$ cat src/rtl/tlc_pkg.sv
package tlc_pkg;

  localparam int CNT_W      = 16;
  localparam int BASE_W     = 15;
  localparam int GAIN_SH    = 4;
  localparam int SCALE_W    = BASE_W + GAIN_SH;
  localparam int CH_SHIFT   = 10;
  localparam int CH_W       = CNT_W + SCALE_W - CH_SHIFT;
  localparam int RATIO_SH   = 10;
  localparam int Q_W        = 11;
  localparam int COEF_W     = 10;
  localparam int PROD_W     = CH_W + COEF_W;
  localparam int LUX_SHIFT  = 14;
  localparam int LUX_W      = 17;
  localparam int SEGMENTS   = 7;
  localparam int APB_AW     = 4;
  localparam int APB_DW     = 32;

  localparam logic [BASE_W-1:0] SCALE_T13  = 15'h7517;
  localparam logic [BASE_W-1:0] SCALE_T101 = 15'h0FE7;
  localparam logic [BASE_W-1:0] SCALE_T402 = 15'h0400;

  localparam logic [1:0] ITIME_13  = 2'd0;
  localparam logic [1:0] ITIME_101 = 2'd1;
  localparam logic [1:0] ITIME_402 = 2'd2;

  localparam logic [1:0] REG_ITIME    = 2'd0;
  localparam logic [1:0] REG_LOW_GAIN = 2'd1;
  localparam logic [1:0] REG_PKG_VAR  = 2'd2;

  localparam logic [LUX_W-1:0] LUX_MAX = '1;

  typedef struct packed {
    logic [1:0] itime;
    logic       low_gain;
    logic       pkg_var;
  } cfg_t;

  typedef struct packed {
    logic [CH_W-1:0] ch0;
    logic [CH_W-1:0] ch1;
    logic            pkg_var;
  } chan_t;

  typedef struct packed {
    logic  valid;
    chan_t chan;
  } chan_word_t;

  typedef struct packed {
    logic [COEF_W-1:0] b;
    logic [COEF_W-1:0] m;
  } slope_t;

  localparam logic [COEF_W-1:0] BRK_TAB [0:1][0:SEGMENTS-1] = '{
    '{10'h040, 10'h080, 10'h0c0, 10'h100, 10'h138, 10'h19a, 10'h29a},
    '{10'h043, 10'h085, 10'h0c8, 10'h10a, 10'h14d, 10'h19a, 10'h29a}
  };
  localparam logic [COEF_W-1:0] B_TAB [0:1][0:SEGMENTS-1] = '{
    '{10'h1f2, 10'h214, 10'h23f, 10'h270, 10'h16f, 10'h0d2, 10'h018},
    '{10'h204, 10'h228, 10'h253, 10'h282, 10'h177, 10'h101, 10'h037}
  };
  localparam logic [COEF_W-1:0] M_TAB [0:1][0:SEGMENTS-1] = '{
    '{10'h1be, 10'h2d1, 10'h37b, 10'h3fe, 10'h1fc, 10'h0fb, 10'h012},
    '{10'h1ad, 10'h2c1, 10'h363, 10'h3df, 10'h1dd, 10'h127, 10'h02b}
  };

  function automatic logic [SCALE_W-1:0] scale_of(cfg_t cfg);
    logic [BASE_W-1:0] base;
    unique case (cfg.itime)
      ITIME_13:  base = SCALE_T13;
      ITIME_101: base = SCALE_T101;
      default:   base = SCALE_T402;
    endcase
    return cfg.low_gain ? {base, {GAIN_SH{1'b0}}} : {{GAIN_SH{1'b0}}, base};
  endfunction

  // First segment whose break point is not below the ratio; past the last, zero slopes
  function automatic slope_t slope_lookup(logic pv, logic [Q_W-1:0] ratio);
    slope_t s;
    logic   hit;
    s   = '0;
    hit = 1'b0;
    for (int k = 0; k < SEGMENTS; k++) begin
      if (!hit && ratio <= Q_W'(BRK_TAB[pv][k])) begin
        s.b = B_TAB[pv][k];
        s.m = M_TAB[pv][k];
        hit = 1'b1;
      end
    end
    return s;
  endfunction

endpackage

$ cat src/rtl/tlc_chan_if.sv
interface tlc_in_if import tlc_pkg::*; ();
  logic             valid;
  logic             ready;
  logic [CNT_W-1:0] broadband_count;
  logic [CNT_W-1:0] infrared_count;

  modport source (output valid, broadband_count, infrared_count, input ready);
  modport sink (input valid, broadband_count, infrared_count, output ready);
endinterface

interface tlc_out_if import tlc_pkg::*; ();
  logic             valid;
  logic             ready;
  logic [LUX_W-1:0] lux;
  logic             saturated;

  modport source (output valid, lux, saturated, input ready);
  modport sink (input valid, lux, saturated, output ready);
endinterface

$ cat src/rtl/tlc_regs.sv
module tlc_regs import tlc_pkg::*; (
  input  logic              clk,
  input  logic              rst,
  input  logic              psel,
  input  logic              penable,
  input  logic              pwrite,
  input  logic [APB_AW-1:0] paddr,
  input  logic [APB_DW-1:0] pwdata,
  output logic [APB_DW-1:0] prdata,
  output logic              pready,
  output cfg_t              cfg
);

  assign pready = 1'b1;

  always_ff @(posedge clk) begin
    if (rst) begin
      cfg.itime    <= ITIME_402;
      cfg.low_gain <= 1'b0;
      cfg.pkg_var  <= 1'b0;
    end else if (psel && penable && pwrite) begin
      unique case (paddr[3:2])
        REG_ITIME:    cfg.itime    <= pwdata[1:0];
        REG_LOW_GAIN: cfg.low_gain <= pwdata[0];
        REG_PKG_VAR:  cfg.pkg_var  <= pwdata[0];
        default: ;
      endcase
    end
  end

  always_comb begin
    unique case (paddr[3:2])
      REG_ITIME:    prdata = APB_DW'(cfg.itime);
      REG_LOW_GAIN: prdata = APB_DW'(cfg.low_gain);
      REG_PKG_VAR:  prdata = APB_DW'(cfg.pkg_var);
      default:      prdata = '0;
    endcase
  end

endmodule

$ cat src/rtl/tlc_div.sv
module tlc_div import tlc_pkg::*; (
  input  logic             clk,
  input  logic             rst,
  input  logic             en,
  input  chan_word_t       din,
  output chan_word_t       dout,
  output logic [Q_W-1:0]   quot
);

  localparam int RW   = CH_W + RATIO_SH + 1;
  localparam int NSTG = Q_W;

  chan_word_t       stg  [0:NSTG];
  logic [RW-1:0]    rem  [0:NSTG];
  logic [Q_W-1:0]   q    [0:NSTG];
  logic             zero [0:NSTG];
  logic             over [0:NSTG];

  logic din_zero;
  logic din_over;

  // quotient of (ch1 << 10) / ch0 reaches 2^11 exactly when ch1 >= 2*ch0
  assign din_zero = (din.chan.ch0 == '0);
  assign din_over = !din_zero && ({1'b0, din.chan.ch1} >= {din.chan.ch0, 1'b0});

  always_ff @(posedge clk) begin
    if (rst) begin
      stg[0].valid <= 1'b0;
    end else if (en) begin
      stg[0].valid <= din.valid;
    end
    if (en) begin
      stg[0].chan <= din.chan;
      zero[0]     <= din_zero;
      over[0]     <= din_over;
      rem[0]      <= (din_zero || din_over) ? '0 :
                     {1'b0, din.chan.ch1, {RATIO_SH{1'b0}}};
      q[0]        <= '0;
    end
  end

  // one quotient bit per stage, most significant first
  for (genvar k = 1; k <= NSTG; k++) begin : g_step
    logic [RW-1:0] dvs;
    logic [RW:0]   trial;
    logic          take;

    assign dvs   = RW'(stg[k-1].chan.ch0) << (NSTG - k);
    assign trial = {1'b0, rem[k-1]} - {1'b0, dvs};
    assign take  = !trial[RW];

    always_ff @(posedge clk) begin
      if (rst) begin
        stg[k].valid <= 1'b0;
      end else if (en) begin
        stg[k].valid <= stg[k-1].valid;
      end
      if (en) begin
        stg[k].chan <= stg[k-1].chan;
        zero[k]     <= zero[k-1];
        over[k]     <= over[k-1];
        rem[k]      <= take ? trial[RW-1:0] : rem[k-1];
        q[k]        <= {q[k-1][Q_W-2:0], take};
      end
    end
  end

  assign dout = stg[NSTG];

  always_comb begin
    priority if (zero[NSTG]) begin
      quot = '0;
    end else if (over[NSTG]) begin
      quot = '1;
    end else begin
      quot = q[NSTG];
    end
  end

endmodule

$ cat src/rtl/tlc_back.sv
module tlc_back import tlc_pkg::*; (
  input  logic             clk,
  input  logic             rst,
  input  logic             en,
  input  chan_word_t       din,
  input  logic [Q_W-1:0]   quot,
  output logic             valid,
  output logic [LUX_W-1:0] lux,
  output logic             saturated
);

  localparam int RND_W  = PROD_W + 1;
  localparam int FULL_W = RND_W - LUX_SHIFT;

  logic [Q_W:0]   ratio_sum;
  logic [Q_W-1:0] ratio;

  logic              l_valid;
  logic [CH_W-1:0]   l_ch0;
  logic [CH_W-1:0]   l_ch1;
  slope_t            l_slope;

  logic              m_valid;
  logic [PROD_W-1:0] m_pos;
  logic [PROD_W-1:0] m_neg;

  logic              d_valid;
  logic [PROD_W-1:0] d_diff;

  logic [RND_W-1:0]  rnd;
  logic [FULL_W-1:0] full;
  logic              clip;

  // round the quotient to 1/512 units
  assign ratio_sum = {1'b0, quot} + (Q_W+1)'(1);
  assign ratio     = ratio_sum[Q_W:1];

  always_ff @(posedge clk) begin
    if (rst) begin
      l_valid <= 1'b0;
      m_valid <= 1'b0;
      d_valid <= 1'b0;
      valid   <= 1'b0;
    end else if (en) begin
      l_valid <= din.valid;
      m_valid <= l_valid;
      d_valid <= m_valid;
      valid   <= d_valid;
    end
    if (en) begin
      l_ch0   <= din.chan.ch0;
      l_ch1   <= din.chan.ch1;
      l_slope <= slope_lookup(din.chan.pkg_var, ratio);
      m_pos   <= PROD_W'(l_ch0) * PROD_W'(l_slope.b);
      m_neg   <= PROD_W'(l_ch1) * PROD_W'(l_slope.m);
      d_diff  <= (m_pos > m_neg) ? (m_pos - m_neg) : '0;
      lux       <= clip ? LUX_MAX : full[LUX_W-1:0];
      saturated <= clip;
    end
  end

  assign rnd  = {1'b0, d_diff} + (RND_W'(1) << (LUX_SHIFT - 1));
  assign full = rnd[RND_W-1:LUX_SHIFT];
  assign clip = |full[FULL_W-1:LUX_W];

endmodule

$ cat src/rtl/two_channel_lux_calc.sv
// channel   dir  word
// samples   in   broadband_count[15:0], infrared_count[15:0]
// results   out  lux[16:0], saturated
// apb       in   psel/penable/pwrite/paddr[3:0]/pwdata[31:0], prdata/pready out
//
// One word accepted per cycle unless a held result stalls the pipe; the channel
// ratio is formed by the eleven-stage restoring divider.
// Synchronous reset clears all valid bits and loads the register defaults.
// A result held at the output stalls every stage at once; nothing is dropped.
module two_channel_lux_calc import tlc_pkg::*; (
  input  logic              clk,
  input  logic              rst,
  tlc_in_if.sink            samples,
  tlc_out_if.source         results,
  input  logic              psel,
  input  logic              penable,
  input  logic              pwrite,
  input  logic [APB_AW-1:0] paddr,
  input  logic [APB_DW-1:0] pwdata,
  output logic [APB_DW-1:0] prdata,
  output logic              pready
);

  localparam int PW = CNT_W + SCALE_W;

  cfg_t             cfg;
  logic             en;
  logic [SCALE_W-1:0] scale;
  logic [PW-1:0]    prod0;
  logic [PW-1:0]    prod1;
  chan_word_t       s_word;
  chan_word_t       div_word;
  logic [Q_W-1:0]   quot;

  tlc_regs u_regs (
    .clk     (clk),
    .rst     (rst),
    .psel    (psel),
    .penable (penable),
    .pwrite  (pwrite),
    .paddr   (paddr),
    .pwdata  (pwdata),
    .prdata  (prdata),
    .pready  (pready),
    .cfg     (cfg)
  );

  // advance the whole pipe unless the output word is waiting
  assign en            = !results.valid || results.ready;
  assign samples.ready = en;

  assign scale = scale_of(cfg);
  assign prod0 = PW'(samples.broadband_count) * PW'(scale);
  assign prod1 = PW'(samples.infrared_count) * PW'(scale);

  always_ff @(posedge clk) begin
    if (rst) begin
      s_word.valid <= 1'b0;
    end else if (en) begin
      s_word.valid <= samples.valid;
    end
    if (en) begin
      s_word.chan.ch0     <= prod0[CH_SHIFT +: CH_W];
      s_word.chan.ch1     <= prod1[CH_SHIFT +: CH_W];
      s_word.chan.pkg_var <= cfg.pkg_var;
    end
  end

  tlc_div u_div (
    .clk  (clk),
    .rst  (rst),
    .en   (en),
    .din  (s_word),
    .dout (div_word),
    .quot (quot)
  );

  tlc_back u_back (
    .clk       (clk),
    .rst       (rst),
    .en        (en),
    .din       (div_word),
    .quot      (quot),
    .valid     (results.valid),
    .lux       (results.lux),
    .saturated (results.saturated)
  );

  a_sat_max : assert property (@(posedge clk) disable iff (rst)
    results.valid && results.saturated |-> results.lux == LUX_MAX)
    else $error("saturated word without clipped lux");

  a_ready_free : assert property (@(posedge clk) disable iff (rst)
    !results.valid |-> samples.ready)
    else $error("input stalled with empty output stage");

  a_reset_clear : assert property (@(posedge clk)
    $past(rst) |-> !results.valid)
    else $error("output word valid straight after reset");

endmodule

$ cat src/flat_wrapper.sv
// flat-port wrapper written by rule: the top's interface ports become plain ports
module two_channel_lux_calc_flat import tlc_pkg::*;
  (clk, rst, psel, penable, pwrite, paddr, pwdata, prdata, pready, samples_valid, samples_broadband_count, samples_infrared_count, samples_ready, results_valid, results_lux, results_saturated, results_ready);
  tlc_in_if samples_i ();
  tlc_out_if results_i ();
  input  logic clk;
  input  logic rst;
  input  logic psel;
  input  logic penable;
  input  logic pwrite;
  input  logic [APB_AW-1:0] paddr;
  input  logic [APB_DW-1:0] pwdata;
  output logic [APB_DW-1:0] prdata;
  output logic pready;
  input wire logic [$bits(samples_i.valid)-1:0] samples_valid;
  input wire logic [$bits(samples_i.broadband_count)-1:0] samples_broadband_count;
  input wire logic [$bits(samples_i.infrared_count)-1:0] samples_infrared_count;
  output wire logic [$bits(samples_i.ready)-1:0] samples_ready;
  output wire logic [$bits(results_i.valid)-1:0] results_valid;
  output wire logic [$bits(results_i.lux)-1:0] results_lux;
  output wire logic [$bits(results_i.saturated)-1:0] results_saturated;
  input wire logic [$bits(results_i.ready)-1:0] results_ready;
  assign samples_i.valid = samples_valid;
  assign samples_i.broadband_count = samples_broadband_count;
  assign samples_i.infrared_count = samples_infrared_count;
  assign samples_ready = samples_i.ready;
  assign results_valid = results_i.valid;
  assign results_lux = results_i.lux;
  assign results_saturated = results_i.saturated;
  assign results_i.ready = results_ready;
  two_channel_lux_calc u_core (.clk(clk), .rst(rst), .samples(samples_i), .results(results_i), .psel(psel), .penable(penable), .pwrite(pwrite), .paddr(paddr), .pwdata(pwdata), .prdata(prdata), .pready(pready));
endmodule
$ cat config.mk
export PLATFORM = sky130hd
export DESIGN_NAME = two_channel_lux_calc_flat
export DESIGN_NICKNAME = d
export VERILOG_FILES = /design/src/rtl/tlc_pkg.sv /design/src/rtl/tlc_chan_if.sv /design/src/rtl/tlc_regs.sv /design/src/rtl/tlc_div.sv /design/src/rtl/tlc_back.sv /design/src/rtl/two_channel_lux_calc.sv /design/src/flat_wrapper.sv
export SDC_FILE = /design/constraint.sdc
export NUM_CORES = 2
export LEC_CHECK = 0
export ABC_AREA = 0
export BUFFER_PORTS_ARGS = -buffer_cell sky130_fd_sc_hd__buf_2
export CAP_MARGIN = 40
export CORE_AREA = 2 2 461 349
export CTS_CLUSTER_SIZE = 20
export DETAILED_ROUTE_END_ITERATION = 16
export DIE_AREA = 0 0 463 351
export PLACE_DENSITY_LB_ADDON = 0.12
export SETUP_SLACK_MARGIN = 0.3
export SKIP_CTS_REPAIR_TIMING = 1
export SLEW_MARGIN = 5
export SYNTH_ARGS = -nofsm -noshare
export SYNTH_HDL_FRONTEND = slang
export SYNTH_SLANG_ARGS = --single-unit
$ cat constraint.sdc
create_clock -name clk -period 28.3 [get_ports clk]
set_input_delay 1.415 -clock clk [delete_from_list [all_inputs] [get_ports clk]]
set_output_delay 1.415 -clock clk [all_outputs]
set_load 0.03 [all_outputs]
==> results.sh <==
export IMPL_status="finished clean"
export IMPL_num_io_pins=128
export IMPL_rows=127
export IMPL_skew_ns=0.0393
export IMPL_yosys_warnings=0
export IMPL_slew_violations=0
export IMPL_drive_gt1_share_pct=5.83
export IMPL_synthAdderAreaFrac_pct=27.3
export IMPL_synth_xor_area_share_pct=3.47
export IMPL_required_ns=28.79
export IMPL_combPwrFrac_pct=47.2
export IMPL_htree_levels=4
export IMPL_clkTransAtPathRegs_ns=0.07
export IMPL_min_path_cells=0
export IMPL_fmax_mhz=112
export IMPL_syn_mean_instance_area_um2=11.3
export IMPL_seq_area_frac_synth_pct=41.5
export IMPL_arrival_ns=9.40
export IMPL_ys_ff_latch=1284
export IMPL_worst_pin_slew_ns=0.941
export IMPL_critPathKind="flop to flop"
export IMPL_critical_path_max_fanout=49
export IMPL_wire_per_inst_um=18.1
export IMPL_overflow=0
export IMPL_io_buffer_count=64
export IMPL_final_nets=9863
export IMPL_wirelength_mm=190
export IMPL_setup_viol=0
export IMPL_globalplace_congestion=0.928
export IMPL_critPathTopFamily="adder cells"
export IMPL_p_per_area_nw_per_um2=92.2
export IMPL_grt_pass1_wl_mm=312
export IMPL_antenna_found_initial=4
export IMPL_die_y_um=351
export IMPL_cap_violations=0
export IMPL_via_count=57900
export IMPL_drt_pre_antenna_iters=6
export IMPL_cts_buffer_depth=3
export IMPL_hold_class="flop to flop"
export IMPL_synth_simple_area_share_pct=11.0
export IMPL_fin_crit_ns=8.92
export IMPL_drc=0
export IMPL_tritoncts="yes"
export IMPL_endpoint_kind="flop"
export IMPL_top_usage_layer="met2"
export IMPL_clk_latency_ns=0.77
export IMPL_crit_start="u_core.u_regs.cfg[2]$_SDFFE_PP0P_"
export IMPL_syn_to_final_growth_pct=7.73
export IMPL_drtIter0Drc=4421
export IMPL_p_total_mw=9.20
export IMPL_grtUsageMet2_pct=38.1
export IMPL_grt_pass1_vias=59100
export IMPL_core_um2=158000
export IMPL_rsz0062_at_grt="no"
export IMPL_initial_utilization_pct=58.4
export IMPL_cp_start_kind="flop"
export IMPL_yosysUniqueCellTypes=99
export IMPL_switching_share_pct=38.1
export IMPL_crit_buf_inv=5
export IMPL_drt_antenna_violating_nets=0
export IMPL_grt_use_total_pct=24.1
export IMPL_cpMostUsedCell="fa_1"
export IMPL_use_met3_pct=4.06
export IMPL_ys_async_sr_fraction_pct=0
export IMPL_synth_cells=8221
export IMPL_muxShareOfSynthArea_pct=1.49
export IMPL_postLayoutCoreUtil_pct=63.0
export IMPL_p_sw_mw=3.51
export IMPL_slowest_stage="dfxtp_1"
export IMPL_clkPwrFrac_pct=18.6
export IMPL_synth_compound_area_share_pct=8.45
export IMPL_p_int_mw=5.69
export IMPL_slew_headroom_pct=37.3
export IMPL_synth_top_flop_cell="edfxtp_1"
export IMPL_dieArea_um2=163000
export IMPL_hold_violations=0
export IMPL_leakage_nw=44.6
export IMPL_p_seq_share_pct=34.2
export IMPL_r2r_start="u_core.u_regs.cfg[2]$_SDFFE_PP0P_"
export IMPL_root_buffer="clkbuf_16"
export IMPL_cts_buffers_inserted=131
export IMPL_hpwlAfterDp_mm=147
export IMPL_hp_start="u_core.u_div.stg[10][1]$_DFFE_PN_"
export IMPL_grtUsageMet1_pct=35.0
export IMPL_synth_edf_count=1275
export IMPL_cts_sinks=1284
export IMPL_synth_top_family_by_area="adder cells"
export IMPL_syn_area_um2=92600
export IMPL_die_w_um=463
export IMPL_crit_cells=25
export IMPL_grt_max_degree=153
export IMPL_ff2ff_path_depth=25
export IMPL_period_share_pct=31.5
export IMPL_n_fill_cell=12400
export IMPL_vias_per_cell=5.52
export IMPL_cpPeakStageDelay_ns=0.79
export IMPL_tns_ns=0
export IMPL_ir_drop_v=0.0000742
-- layout by cell type (no fill, tap or decap), drive strengths merged, types with 12 or more instances in the layout --
cell     instances
a21boi          13
a21o           144
mux2i           20
or2             23
clkbuf         148
o21bai          49
and3           106
mux2            99
and2           381
nor2b           62
o21ai          260
xor2           128
nand3           85
nor4            21
nand2          764
clkinv          55
fa             816
buf            131
nand2b          71
nand4           40
a2111oi         15
o211ai          29
a211oi          32
or3             33
nor3           106
ha             718
conb            31
inv           1347
o31ai           34
o41ai           12
o21a            91
edfxtp        1275
xnor2          239
nor2           360
a21oi          392
a31oi           38
-- layer usage --
layer / part of all wire (%) / wire, um
met5: 0.0063 / 12
met4: 2.0 / 3800
met3: 6.2 / 11700
met2: 45 / 85300
met1: 47 / 88600
-- cell families (layout without fill, tap and decap cells) --
group / Yosys count / count (layout)
xor+xnor: 367 / 367
other cells: 2 / 35
flops: 1284 / 1284
fa+ha+maj: 1534 / 1534
compound gates: 1219 / 1219
mux: 119 / 119
simple gates: 2101 / 2101
buf+inv: 1595 / 1696
-- cell usage after synthesis, types with 11 or more instances --
cell type | count | area share [%]
nor2_1 | 360 | 1.5
nand2_1 | 764 | 3.1
o31a_1 | 11 | 0.10
or2_2 | 21 | 0.14
a21boi_0 | 11 | 0.089
a31oi_1 | 36 | 0.24
xor2_1 | 128 | 1.2
edfxtp_1 | 1275 | 41
mux2_4 | 17 | 0.28
mux2i_1 | 20 | 0.22
nand4_1 | 40 | 0.27
clkbuf_1 | 189 | 0.77
o211ai_1 | 27 | 0.22
inv_1 | 1333 | 5.4
and2_1 | 379 | 2.6
nor4_1 | 20 | 0.14
nand2b_1 | 71 | 0.48
o21bai_1 | 48 | 0.39
ha_1 | 718 | 9.7
nor3_1 | 106 | 0.57
and3_1 | 106 | 0.72
a211oi_1 | 31 | 0.25
buf_4 | 33 | 0.27
o21ai_1 | 32 | 0.17
o21a_1 | 91 | 0.74
a21o_1 | 144 | 1.2
nand3_1 | 85 | 0.46
mux2_2 | 77 | 0.94
a21oi_1 | 389 | 2.1
xnor2_1 | 239 | 2.3
o21ai_0 | 226 | 1.2
or3_1 | 33 | 0.22
a2111oi_0 | 13 | 0.12
o31ai_1 | 33 | 0.27
buf_2 | 21 | 0.11
nor2b_1 | 62 | 0.42
fa_1 | 816 | 18
-- sequential cells by signal, summed over array words and instances (netlist names), 12 cells and up --
register / flops
u_core.u_back.lux: 17
u_core.s_word: 52
u_core.u_back.l_ch1: 25
u_core.u_div.zero: 12
u_core.u_div.stg: 624
u_core.u_back.m_pos: 35
u_core.u_back.l_ch0: 25
u_core.u_back.l_slope: 20
u_core.u_back.d_diff: 22
u_core.u_div.rem: 330
u_core.u_back.m_neg: 35
u_core.u_div.q: 66
u_core.u_div.over: 12
-- final cells by class --
| cell class | count | area [um2] | area share [%] |
|---|---|---|---|
| timing repair buffer | 131 | 1120 | 1.12 |
| sequential | 1284 | 38500 | 38.6 |
| clock buffer | 148 | 3380 | 3.39 |
| antenna | 4 | 10.0 | 0.0100 |
| multi-input combinational | 5371 | 48200 | 48.3 |
| tap | 2128 | 2660 | 2.67 |
| inverter | 1335 | 5020 | 5.03 |
| clock inverter | 82 | 921 | 0.923 |
-- final timing paths --
| check | endpoint | slack [ns] |
|---|---|---|
| min | u_core.u_div.stg[11][1]$_DFFE_PN_ | 0.40 |
| max | u_core.s_word[25]$_DFFE_PN_ | 19.38 |
| max reg2reg | u_core.s_word[25]$_DFFE_PN_ | 19.38 |
| min reg2reg | u_core.u_div.stg[11][1]$_DFFE_PN_ | 0.40 |
-- power groups by stage --
| stage | clock network (mW) | registers, mW | logic (mW) |
|---|---|---|---|
| after floorplan | 0 | 3.04 | 3.37 |
| after global placement | 0 | 3.17 | 4.14 |
| after detailed placement | 0 | 3.18 | 4.27 |
| after CTS | 1.76 | 3.14 | 4.32 |
| after global routing | 1.83 | 3.20 | 4.90 |
| final | 1.71 | 3.15 | 4.34 |
-- metrics by stage --
step           hold slack [ns]  instance area [um2]  setup slack, ns  std cells
6_report                 0.403                99700            19.38      10500
5_1_grt                  0.405                99700            18.91      10500
4_1_cts                  0.406                99700            19.43      10500
3_5_place_dp             0.405                95400            19.49      10200
3_3_place_gp             0.402                95000            19.63      10200
2_1_floorplan            0.400                92700            0.645       8250
No activity file was read; power rests on OpenSTA's default activity.
